## src/design/wsd_pkg.sv

```systemverilog
// shared types and constants of the websocket frame deframer
// result word layout, push bundle between step logic and result queue
// no dependencies
package wsd_pkg;

  localparam int unsigned CFG_W     = 17;
  localparam int unsigned MAX_RES   = 4;
  localparam int unsigned RES_CNT_W = $clog2(MAX_RES + 1);
  localparam int unsigned Q_DEPTH   = 8;
  localparam int unsigned Q_PTR_W   = $clog2(Q_DEPTH);
  localparam int unsigned Q_CNT_W   = Q_PTR_W + 1;

  localparam logic [CFG_W-1:0] MAX_PAYLOAD_RST = 17'h10000;

  localparam logic [3:0] OP_CLOSE = 4'h8;
  localparam logic [3:0] OP_PING  = 4'h9;
  localparam logic [3:0] OP_PONG  = 4'hA;

  localparam logic [6:0] LEN_EXT16 = 7'd126;
  localparam logic [6:0] LEN_EXT64 = 7'd127;
  localparam logic [7:0] PONG_HDR0 = 8'h8A;

  typedef enum logic [1:0] {
    KIND_APP   = 2'd0,
    KIND_PONG  = 2'd1,
    KIND_CLOSE = 2'd2,
    KIND_ERROR = 2'd3
  } wsd_kind_e;

  typedef struct packed {
    logic [7:0] out_byte;
    wsd_kind_e  kind;
    logic       last;
  } wsd_res_t;

  typedef struct packed {
    logic [RES_CNT_W-1:0]       cnt;
    wsd_res_t [MAX_RES-1:0]     res;
  } wsd_push_t;

  function automatic wsd_res_t mk_res(logic [7:0] b, wsd_kind_e k, logic l);
    wsd_res_t r;
    r.out_byte = b;
    r.kind     = k;
    r.last     = l;
    return r;
  endfunction

endpackage

```

## src/design/websocket_frame_deframer.sv

```systemverilog
// websocket frame deframer: header parse, length check, unmasking, pong reply
// a word is registered in the result queue before it shows on the master side
// throughput: one byte per cycle; a byte that ends a ping header yields up to
// four words, and the input stalls while the result queue holds more than four
// reset (async, active low): first header byte, max_payload 65536, queue empty
// depends on wsd_pkg and wsd_res_fifo
module websocket_frame_deframer #(
  parameter int unsigned LENGTH_BITS = 17
) (
  input  logic        clk_i,
  input  logic        rst_ni,
  // apb configuration port
  input  logic        psel,
  input  logic        penable,
  input  logic        pwrite,
  input  logic [2:0]  paddr,
  input  logic [31:0] pwdata,
  output logic [31:0] prdata,
  output logic        pready,
  // received bytes
  input  logic        s_axis_tvalid,
  output logic        s_axis_tready,
  input  logic [7:0]  s_axis_tdata,   // [7:0] rx_byte
  // result words
  output logic        m_axis_tvalid,
  input  logic        m_axis_tready,
  output logic [7:0]  m_axis_tdata,   // [7:0] out_byte
  output logic [1:0]  m_axis_tuser,   // [1:0] kind
  output logic        m_axis_tlast
);
  import wsd_pkg::*;

  localparam logic [2:0] PH_HDR0 = 3'd0;
  localparam logic [2:0] PH_HDR1 = 3'd1;
  localparam logic [2:0] PH_EXT  = 3'd2;
  localparam logic [2:0] PH_MASK = 3'd3;
  localparam logic [2:0] PH_DATA = 3'd4;
  localparam logic [2:0] PH_STOP = 3'd5;

  logic [2:0]             phase_q, phase_d;
  logic [3:0]             opcode_q, opcode_d;
  logic                   mask_en_q, mask_en_d;
  logic [LENGTH_BITS-1:0] len_q, len_d;
  logic                   ovf_q, ovf_d;
  logic [3:0]             left_q, left_d;
  logic [31:0]            key_q, key_d;
  logic [LENGTH_BITS-1:0] idx_q, idx_d;
  logic [CFG_W-1:0]       max_payload_q;

  logic                   in_acc;
  logic                   cfg_wr;
  logic [7:0]             b;
  logic [6:0]             len7;
  logic [LENGTH_BITS+7:0] ext_wide;
  logic [31:0]            len32;
  logic [7:0]             key_byte;
  logic [7:0]             data;
  logic                   fin;
  logic                   do_len;
  logic                   do_begin;
  wsd_push_t              push;
  wsd_res_t               res;
  logic                   room;

  assign in_acc   = s_axis_tvalid & s_axis_tready;
  assign s_axis_tready = room;
  assign b        = s_axis_tdata;
  assign len7     = b[6:0];
  assign ext_wide = {len_q, b};

  // configuration
  assign pready = 1'b1;
  assign cfg_wr = psel & penable & pwrite & pready & ~paddr[2];
  assign prdata = paddr[2] ? 32'd0 : 32'(max_payload_q);

  always_ff @(posedge clk_i or negedge rst_ni) begin
    if (!rst_ni) begin
      max_payload_q <= MAX_PAYLOAD_RST;
    end else if (cfg_wr) begin
      max_payload_q <= pwdata[CFG_W-1:0];
    end
  end

  always_comb begin
    case (idx_q[1:0])
      2'd0:    key_byte = key_q[31:24];
      2'd1:    key_byte = key_q[23:16];
      2'd2:    key_byte = key_q[15:8];
      default: key_byte = key_q[7:0];
    endcase
  end

  always_comb begin
    phase_d   = phase_q;
    opcode_d  = opcode_q;
    mask_en_d = mask_en_q;
    len_d     = len_q;
    ovf_d     = ovf_q;
    left_d    = left_q;
    key_d     = key_q;
    idx_d     = idx_q;
    push      = '0;
    do_len    = 1'b0;
    do_begin  = 1'b0;
    data      = b ^ (mask_en_q ? key_byte : 8'd0);
    fin       = 1'b0;
    len32     = '0;

    if (in_acc) begin
      case (phase_q)
        PH_HDR0: begin
          opcode_d = b[3:0];
          phase_d  = PH_HDR1;
        end
        PH_HDR1: begin
          mask_en_d = b[7];
          ovf_d     = 1'b0;
          if (opcode_q == OP_CLOSE) begin
            phase_d     = PH_STOP;
            push.cnt    = RES_CNT_W'(1);
            push.res[0] = mk_res(8'd0, KIND_CLOSE, 1'b0);
          end else if (len7 == LEN_EXT16 || len7 == LEN_EXT64) begin
            len_d   = '0;
            left_d  = (len7 == LEN_EXT16) ? 4'd2 : 4'd8;
            phase_d = PH_EXT;
          end else begin
            len_d  = LENGTH_BITS'(len7);
            do_len = 1'b1;
          end
        end
        PH_EXT: begin
          // bits shifted out above the length width mark the frame oversize
          ovf_d  = ovf_q | (|ext_wide[LENGTH_BITS+7:LENGTH_BITS]);
          len_d  = ext_wide[LENGTH_BITS-1:0];
          left_d = 4'(left_q - 4'd1);
          do_len = (left_d == 4'd0);
        end
        PH_MASK: begin
          key_d    = {key_q[23:0], b};
          left_d   = 4'(left_q - 4'd1);
          do_begin = (left_d == 4'd0);
        end
        PH_DATA: begin
          idx_d = LENGTH_BITS'(idx_q + 1'b1);
          fin   = (idx_d == len_q);
          if (opcode_q == OP_PING) begin
            push.cnt    = RES_CNT_W'(1);
            push.res[0] = mk_res(data, KIND_PONG, fin);
          end else if (opcode_q != OP_PONG) begin
            push.cnt    = RES_CNT_W'(1);
            push.res[0] = mk_res(data, KIND_APP, fin);
          end
          if (fin) begin
            phase_d = PH_HDR0;
          end
        end
        default: begin
          phase_d = PH_STOP;
        end
      endcase
    end

    len32 = 32'(len_d);

    if (do_len) begin
      if (ovf_d || len32 > 32'(max_payload_q)) begin
        phase_d     = PH_STOP;
        push.cnt    = RES_CNT_W'(1);
        push.res[0] = mk_res(8'd0, KIND_ERROR, 1'b0);
      end else if (mask_en_d) begin
        key_d   = '0;
        left_d  = 4'd4;
        phase_d = PH_MASK;
      end else begin
        do_begin = 1'b1;
      end
    end

    if (do_begin) begin
      // ping: pong header goes out together with the end of the received header
      if (opcode_q == OP_PING) begin
        push.res[0] = mk_res(PONG_HDR0, KIND_PONG, 1'b0);
        if (len32 < 32'(LEN_EXT16)) begin
          push.cnt    = RES_CNT_W'(2);
          push.res[1] = mk_res(len32[7:0], KIND_PONG, len32 == 32'd0);
        end else begin
          push.cnt    = RES_CNT_W'(4);
          push.res[1] = mk_res(8'(LEN_EXT16), KIND_PONG, 1'b0);
          push.res[2] = mk_res(len32[15:8], KIND_PONG, 1'b0);
          push.res[3] = mk_res(len32[7:0], KIND_PONG, 1'b0);
        end
      end
      idx_d   = '0;
      phase_d = (len32 == 32'd0) ? PH_HDR0 : PH_DATA;
    end
  end

  always_ff @(posedge clk_i or negedge rst_ni) begin
    if (!rst_ni) begin
      phase_q   <= PH_HDR0;
      opcode_q  <= '0;
      mask_en_q <= 1'b0;
      len_q     <= '0;
      ovf_q     <= 1'b0;
      left_q    <= '0;
      key_q     <= '0;
      idx_q     <= '0;
    end else begin
      phase_q   <= phase_d;
      opcode_q  <= opcode_d;
      mask_en_q <= mask_en_d;
      len_q     <= len_d;
      ovf_q     <= ovf_d;
      left_q    <= left_d;
      key_q     <= key_d;
      idx_q     <= idx_d;
    end
  end

  wsd_res_fifo u_res_fifo (
    .clk_i   (clk_i),
    .rst_ni  (rst_ni),
    .push_i  (push),
    .room_o  (room),
    .valid_o (m_axis_tvalid),
    .ready_i (m_axis_tready),
    .res_o   (res)
  );

  assign m_axis_tdata = res.out_byte;
  assign m_axis_tuser = res.kind;
  assign m_axis_tlast = res.last;

  a_stop_holds: assert property (@(posedge clk_i) disable iff (!rst_ni)
    phase_q == PH_STOP |=> phase_q == PH_STOP)
    else $error("left stopped state without reset");

  a_push_needs_byte: assert property (@(posedge clk_i) disable iff (!rst_ni)
    push.cnt != '0 |-> in_acc)
    else $error("words pushed without an accepted byte");

  a_data_index: assert property (@(posedge clk_i) disable iff (!rst_ni)
    phase_q == PH_DATA |-> (len_q != '0 && idx_q < len_q))
    else $error("payload index out of frame");

endmodule

```

## src/design/wsd_res_fifo.sv

```systemverilog
// result queue: takes up to four words per cycle, hands out one per cycle while ready_i is high
// depends on wsd_pkg
module wsd_res_fifo (
  input  logic               clk_i,
  input  logic               rst_ni,
  input  wsd_pkg::wsd_push_t push_i,
  output logic               room_o,
  output logic               valid_o,
  input  logic               ready_i,
  output wsd_pkg::wsd_res_t  res_o
);
  import wsd_pkg::*;

  wsd_res_t [Q_DEPTH-1:0] mem_q;
  logic [Q_PTR_W-1:0] wr_ptr_q, wr_ptr_d;
  logic [Q_PTR_W-1:0] rd_ptr_q, rd_ptr_d;
  logic [Q_CNT_W-1:0] count_q, count_d;
  logic               pop;

  assign valid_o = (count_q != '0);
  assign pop     = valid_o & ready_i;
  assign res_o   = mem_q[rd_ptr_q];
  // room for the largest burst a single byte can cause
  assign room_o  = (count_q <= Q_CNT_W'(Q_DEPTH - MAX_RES));

  assign wr_ptr_d = Q_PTR_W'(wr_ptr_q + Q_PTR_W'(push_i.cnt));
  assign rd_ptr_d = Q_PTR_W'(rd_ptr_q + Q_PTR_W'(pop));
  assign count_d  = Q_CNT_W'(count_q + Q_CNT_W'(push_i.cnt) - Q_CNT_W'(pop));

  always_ff @(posedge clk_i or negedge rst_ni) begin
    if (!rst_ni) begin
      wr_ptr_q <= '0;
      rd_ptr_q <= '0;
      count_q  <= '0;
    end else begin
      wr_ptr_q <= wr_ptr_d;
      rd_ptr_q <= rd_ptr_d;
      count_q  <= count_d;
    end
  end

  always_ff @(posedge clk_i) begin
    for (int k = 0; k < MAX_RES; k++) begin
      if (RES_CNT_W'(k) < push_i.cnt) begin
        mem_q[Q_PTR_W'(wr_ptr_q + Q_PTR_W'(k))] <= push_i.res[k];
      end
    end
  end

  a_count_bound: assert property (@(posedge clk_i) disable iff (!rst_ni)
    count_q <= Q_CNT_W'(Q_DEPTH))
    else $error("result queue overfilled");

  a_push_with_room: assert property (@(posedge clk_i) disable iff (!rst_ni)
    (push_i.cnt != '0) |-> (count_q <= Q_CNT_W'(Q_DEPTH - MAX_RES)))
    else $error("burst pushed without room");

  a_pop_only: assert property (@(posedge clk_i) disable iff (!rst_ni)
    (pop && push_i.cnt == '0) |=> (count_q == Q_CNT_W'($past(count_q) - 1'b1)))
    else $error("queue count off after pop");

endmodule

```

## config.mk

```make
export PLATFORM = sky130hd
export DESIGN_NAME = websocket_frame_deframer
export DESIGN_NICKNAME = d
export VERILOG_FILES = /design/src/design/wsd_pkg.sv /design/src/design/websocket_frame_deframer.sv /design/src/design/wsd_res_fifo.sv
export SDC_FILE = /design/constraint.sdc
export NUM_CORES = 1
export LEC_CHECK = 0
export BUFFER_PORTS_ARGS = -buffer_cell sky130_fd_sc_hd__buf_2
export CAP_MARGIN = 20
export CELL_PAD_IN_SITES_DETAIL_PLACEMENT = 1
export CELL_PAD_IN_SITES_GLOBAL_PLACEMENT = 2
export CORE_ASPECT_RATIO = 1.1
export CORE_MARGIN = 10
export CORE_UTILIZATION = 41
export DETAILED_ROUTE_END_ITERATION = 8
export GPL_TIMING_DRIVEN = 0
export MAX_ROUTING_LAYER = met4
export PLACE_DENSITY = 0.95
export SKIP_CTS_REPAIR_TIMING = 1
export SYNTH_ARGS = -nofsm -noshare
export SYNTH_HDL_FRONTEND = slang
export SYNTH_SLANG_ARGS = --single-unit
export TNS_END_PERCENT = 20
```

## constraint.sdc

```tcl
create_clock -name clk_i -period 10 [get_ports clk_i]
set_input_delay 1.5 -clock clk_i [delete_from_list [all_inputs] [get_ports clk_i]]
set_output_delay 1.5 -clock clk_i [all_outputs]
set_load 0.02 [all_outputs]
```

# Yosys cells after proc, flatten, opt, wreduce, memory -nomap -nowiden
# Cells that the tools add are included.
# word_totals
ff_bits	194
in_bits	50
output_inout_bits	46
elab_cells	181
# op_classes
n_addsub	9
order_cmp	16
eq_ne	12
n_mux	83
bitwise_logic	8
reduce_logical	17
# ops
cell	n
bitwise mux 88 bit	4
2-to-1 mux 88 bit	4
2-to-1 mux 32 bit	5
demux 11 bit (select 3 bit)	4
2-to-1 mux 11 bit	11
2-to-1 mux 17 bit	6
2-to-1 mux 47 bit	2
2-to-1 mux 3 bit	13
one-hot mux 17 bit (2 select lines)	1
binary-select mux 11 bit (select 3 bit)	1
2-to-1 mux 4 bit	7
one-hot mux 8 bit (3 select lines)	1
2-to-1 mux 22 bit	1
one-hot mux 11 bit (2 select lines)	1
< comparator 3 x 4 -> 1 bit, second input constant	5
adder 17 x 1 -> 17 bit, second input constant	1
equality test 17 bit	1
> comparator 17 bit	1
zero test 17 bit	1
< comparator 17 x 7 -> 1 bit, second input constant	1
2-to-1 mux 1 bit	15
equality test 7 bit, second input constant	2
>= comparator 3 x 1 -> 1 bit, second input constant	4
one-hot mux 3 bit (4 select lines)	1
35 further kinds	52

# Logic depth before layout (Yosys ltp)
# depth
ltp_word	20
ltp_mapped	22
ltp_nobuf	18

# By module
# From an unflattened synthesis, not the netlist that was laid out.
# unflattened
hier_cells	1569
hier_area_um2	14109.8
# modules_own_cells
mod	n_inst	cells_per_inst	area_per_inst_um2
wsd_res_fifo	1	808	7632.3
websocket_frame_deframer	1	761	6477.5

# Least setup slack after synthesis
# Ideal clock, no wire load.
# synth_timing
path_kind	input to register
startpoint	input port s_axis_tvalid
endpoint	register u_res_fifo.count_q[3]
setup_ns	0.124
t_arrival_ns	5.708
required_time_ns	9.876
setup_slack_ns	4.168
stages	21
path_buffers	3
path_cell_list	or3b_1 > nor2_1 > nand2b_1 > buf_4 > clkbuf_1 > a32oi_2 > inv_1 > ha_1 > and4_1 > and4_1 > a221o_1 > o31a_1 > buf_2 > a21boi_0 > nand2_1 > ha_1 > inv_1 > ha_1 > a21o_1 > a21oi_1 > xnor2_1
# synth_via
elab_chain_cells	10
elab_cells_between_ends	20
cone_classes	add/sub (2); order compare (2); mux (14); bitwise (1); reduce/logical (1)
# synth_rtl
element	line	rtl
start: declaration	websocket_frame_deframer.sv:21	input logic s_axis_tvalid,
bitwise AND 1 bit *	websocket_frame_deframer.sv:65	assign in_acc = s_axis_tvalid & s_axis_tready;
2-to-1 mux 17 bit *	websocket_frame_deframer.sv:109	if (in_acc) begin
named net len_d[1]	websocket_frame_deframer.sv:43	logic [LENGTH_BITS-1:0] len_q, len_d;
> comparator 17 bit	websocket_frame_deframer.sv:166	if (ovf_d || len32 > 32'(max_payload_q)) begin
logical OR 1 bit	websocket_frame_deframer.sv:166	
2-to-1 mux 3 bit	websocket_frame_deframer.sv:166	
2-to-1 mux 3 bit	websocket_frame_deframer.sv:165	if (do_len) begin
2-to-1 mux 47 bit	websocket_frame_deframer.sv:181	if (opcode_q == OP_PING) begin
2-to-1 mux 47 bit *	websocket_frame_deframer.sv:179	if (do_begin) begin
adder 4 x 3 -> 4 bit *	wsd_res_fifo.sv:28	assign count_d = Q_CNT_W'(count_q + Q_CNT_W'(push_i.cnt) - Q_CNT_W'(pop));
subtractor 4 x 1 -> 4 bit *	wsd_res_fifo.sv:28	
named net u_res_fifo.count_d[3]	wsd_res_fifo.sv:17	logic [Q_CNT_W-1:0] count_q, count_d;
end signal: assignment	wsd_res_fifo.sv:38	count_q <= count_d;
end: declaration	wsd_res_fifo.sv:17	
# The timed path passes the listed nets; every way through them passes the cells marked *.
# A chain may end at the register's enable or synchronous reset.

# Worst setup path after layout
# layout_timing
startpoint	input port s_axis_tvalid
endpoint	register u_res_fifo.mem_q[9] (netlist bit)
# layout_via
elab_chain_cells	16
elab_cells_between_ends	35
cone_classes	order compare (6); mux (27); bitwise (1); reduce/logical (1)
# layout_rtl
element	line	rtl
bitwise AND 1 bit *	websocket_frame_deframer.sv:65	
2-to-1 mux 17 bit *	websocket_frame_deframer.sv:109	
named net len_d[12]	websocket_frame_deframer.sv:43	
> comparator 17 bit	websocket_frame_deframer.sv:166	
logical OR 1 bit	websocket_frame_deframer.sv:166	
2-to-1 mux 3 bit / 2-to-1 mux 11 bit (equally long branches)	websocket_frame_deframer.sv:166	
2-to-1 mux 3 bit / 2-to-1 mux 11 bit (equally long branches)	websocket_frame_deframer.sv:165	
2-to-1 mux 47 bit	websocket_frame_deframer.sv:181	
2-to-1 mux 47 bit *	websocket_frame_deframer.sv:179	
< comparator 1 x 3 -> 1 bit / bitwise mux 88 bit (equally long branches)	wsd_res_fifo.sv:44, wsd_res_fifo.sv:45	
2-to-1 mux 88 bit	wsd_res_fifo.sv:44	if (RES_CNT_W'(k) < push_i.cnt) begin
bitwise mux 88 bit	wsd_res_fifo.sv:45	mem_q[Q_PTR_W'(wr_ptr_q + Q_PTR_W'(k))] <= push_i.res[k];
2-to-1 mux 88 bit	wsd_res_fifo.sv:44	
bitwise mux 88 bit	wsd_res_fifo.sv:45	
2-to-1 mux 88 bit	wsd_res_fifo.sv:44	
bitwise mux 88 bit	wsd_res_fifo.sv:45	
2-to-1 mux 88 bit *	wsd_res_fifo.sv:44	
end signal: indexed assignment	wsd_res_fifo.sv:45	
end: declaration	wsd_res_fifo.sv:14	wsd_res_t [Q_DEPTH-1:0] mem_q;
# Marked as above.

==> results.tsv <==
stage	metric	value	unit
setup_path	rrSetupSlack	2.52	ns
power	ir_worst_vdd	0.000230	V
setup_path	endpoint_kind	flop	
yosys	yosys_warnings	0	
worst_hold_path	hold_depth	2	
final_layout	nNetsFinal	1639	
placement	place_ws	1.81	ns
final_layout	final_core_util	46.7	%
floorplanning	start_util	41.9	%
setup_path	critPathMaxFanout	10	
sta	fmax	0.124	GHz
yosys	syn_inst	1457	
drt	drcViolationCount	0	
drt	routedWlPerCell	28.2	µm
drt	num_vias	13300	
power	p_leak	5.93	nW
clock_tree	clk-insertion-delay-late	0.48	ns
floorplanning	ios	96	
floorplanning	fp.coreArea	0.0307	mm²
floorplanning	core.rowCount	67	
yosys	netlist_area	0.0128	mm²
global_route	grt_pass1_vias	13400	
clock_tree	numClockSinks	194	
setup_path	reg2reg_from	u_res_fifo.count_q[3]	
placement	dpl_cell_area	0.0138	mm²
worst_hold_path	hold-path-endpoint	u_res_fifo.mem_q[45]	
sta	grt_setup_unrepaired	no	
clock_tree	numCtsBuffers	17	
sta	setup_violations	0	
run	maxCapViolations	0	
yosys	synth_seq_cells	194	
sta	holdWs	0.486	ns
clock_tree	cts_tree	yes	
status	violations	slew limit	
global_route	grt_start_max_net_pins	69	
final_layout	diodes	0	
yosys	synthTopCellsByArea	dfrtp_1 20%, dfxtp_1 14%, nand2_1 4.9%	
worst_hold_path	holdCritPathClass	flop to flop	
final_layout	synthToLayoutAreaGrowth	11.6	%
setup_path	rr_worst_depth	19	
power	seq_power_share	28.1	%
setup_path	start_kind	input pin	
yosys	async_flop_share	54.6	%
drt	dr.pass1.iters	6	
status	outcome	finished with violations	
drt	drt_iter0_markers	1401	
worst_hold_path	min-delay-start	u_res_fifo.mem_q[45]	
global_route	grt_use_total	29.3	%
power	comb_power_share	55.6	%
floorplanning	die-area	0.0388	mm²
sta	hold_viol	0	
final_layout	fin_area	0.0143	mm²
sta	tns	0	ns
clock_tree	clock-root-buffer	clkbuf_16	
floorplanning	die_w	189	µm
sta	maxSlewHeadroom	-1.37	%
setup_path	crit_type	input pin to flop	
yosys	synth_commonest_cells	168 x nand2_1, 129 x nor2_1, 105 x dfrtp_1	
power	switchingPower	2.20	mW
global_route	grt_overflow	0	
yosys	synth_ff_type	dfrtp_1	
setup_path	rr_endpoint	u_res_fifo.mem_q[9]	
power	power_density	297	mW/mm²
final_layout	layout-drive-gt1-share	15.8	%
yosys	yosysSeqAreaShare	34.4	%
yosys	yosysMostFrequentCell	nand2_1	
sta	clock_skew	0.0218	ns
yosys	synth_top_area_share	20.5	%
setup_path	crit_required	10.31	ns
placement	io_buffers	61	
global_route	grt_pass1_wl	84300	µm
clock_tree	cts_max_level	4	
sta	min_period_over_period	80.8	%
yosys	synth_top_cell_by_area	dfrtp_1	
power	intPower	2.06	mW
setup_path	critPathArrivalTime	8.39	ns
yosys	synth_edf_count	0	
drt	wl	55900	µm
yosys	syn_area_per_cell	8.82	µm²
placement	gp_congestion	1.05	
sta	maxSlewViolCount	9	
drt	vias_per_cell	6.70	
drt	postRouteAntennaNets	0	
placement	dp_hpwl	42300	µm
yosys	synth_cell_types	100	
floorplanning	fp.dieH	206	µm
power	clock_power_share	16.3	%
sta	period_needed	8.08	ns
sta	max_slew.worst_pin.slew	1.52	ns
sta	setup_slack	1.92	ns
global_route	antenna_found_initial	0	
clock_tree	cts.path.max_buffers	2	
power	netSwitchingFraction	51.7	%
clock_tree	clkTransAtPathRegs	0.09	ns
-- cells in the final DEF (no fill, tap or decap), drive strengths merged, types with 12 or more instances in the layout --
cell type and n:
nand2 168, nor2 134, buf 108, dfrtp 105
a21oi 96, dfxtp 88, clkbuf 73, inv 68
nor3 64, o21ai 55, nand3 46, a211oi 45
mux2 36, ha 34, xnor2 31, o221ai 29
a22oi 27, xor2 25, mux4 22, a211o 21
mux2i 19, and3 17, o211ai 17, a221oi 16
conb 16, a21o 12
-- worst max-delay path, stage by stage --
cell and delay, ns:
buf_2 0.14, or3b_1 0.38, nor2_1 0.27, nand2b_1 0.09, buf_4 0.17, clkbuf_1 0.26, a22oi_1 0.85, inv_1 0.55
ha_1 0.49, and4_1 0.21, and3_1 0.18, a221o_1 0.34, o31a_1 0.32, buf_2 0.23, a21oi_1 0.48, clkbuf_1 0.74
nand3_1 0.64, mux2i_1 0.25, o211ai_1 0.15, o221ai_1 0.13
-- cell type report --
class	count	area (µm²)
Clock inverter	14	124
Sequential cell	194	4420
Multi-Input combinational cell	1114	7770
Inverter	63	239
Tap cell	414	518
Buffer	100	489
Fill cell	3716	16300
Clock buffer	18	439
Timing Repair Buffer	63	343
-- sequential cells by signal, summed over array words and instances (netlist names) --
name                 flops
ovf_q                    1
max_payload_q           17
u_res_fifo.mem_q        88
left_q                   4
phase_q                  3
u_res_fifo.wr_ptr_q      3
u_res_fifo.rd_ptr_q      3
idx_q                   17
opcode_q                 4
u_res_fifo.count_q       4
key_q                   32
mask_en_q                1
len_q                   17
-- layer usage --
layer | wire, µm | GRT usage, % | share of wire (%) | vias to the layer above
met2 | 24500 | 43.8 | 44 | 806
li1 | - | - | - | 5595
met3 | 5420 | 5.96 | 9.7 | 198
met4 | 2960 | 14.5 | 5.3 | 0
met5 | 0 | - | 0 | -
met1 | 23000 | 37.1 | 41 | 6676
-- how the worst max path moves through the flow --
stage / from / end / cells after the start
final: s_axis_tvalid / u_res_fifo.mem_q[9] / 20
after global routing: s_axis_tvalid / u_res_fifo.mem_q[9] / 20
after CTS: s_axis_tvalid / u_res_fifo.mem_q[69] / 19
after detailed placement: s_axis_tvalid / u_res_fifo.mem_q[9] / 20
after global placement: s_axis_tvalid / u_res_fifo.mem_q[9] / 20
after floorplan: s_axis_tvalid / u_res_fifo.count_q[3] / 21
-- metrics by stage --
stage,instances,total power [mW]
6_report,1980,4.26
5_1_grt,1980,4.41
4_1_cts,1980,4.16
3_5_place_dp,1948,3.47
3_3_place_gp,1946,3.40
2_1_floorplan,1471,2.60
-- power groups by stage --
stage	clock network [mW]	logic [mW]	registers (mW)
detailed placement	0	2.27	1.20
floorplan	0	1.49	1.11
finish	0.695	2.37	1.20
global route	0.726	2.47	1.21
CTS	0.695	2.28	1.18
global placement	0	2.21	1.19
-- cell families after synthesis --
group | count (synthesis) | share of synthesized area (%)
AOI/OAI and AO/OA | 411 | 24.0
xor gates and xnor gates | 56 | 3.82
adders and majority gates | 36 | 3.62
buffers and inverters | 163 | 5.67
DFF | 194 | 34.4
muxes | 77 | 8.49
other | 2 | 0.0585
and+or+nand+nor | 518 | 19.9
No activity file was read; power rests on OpenSTA's default activity.
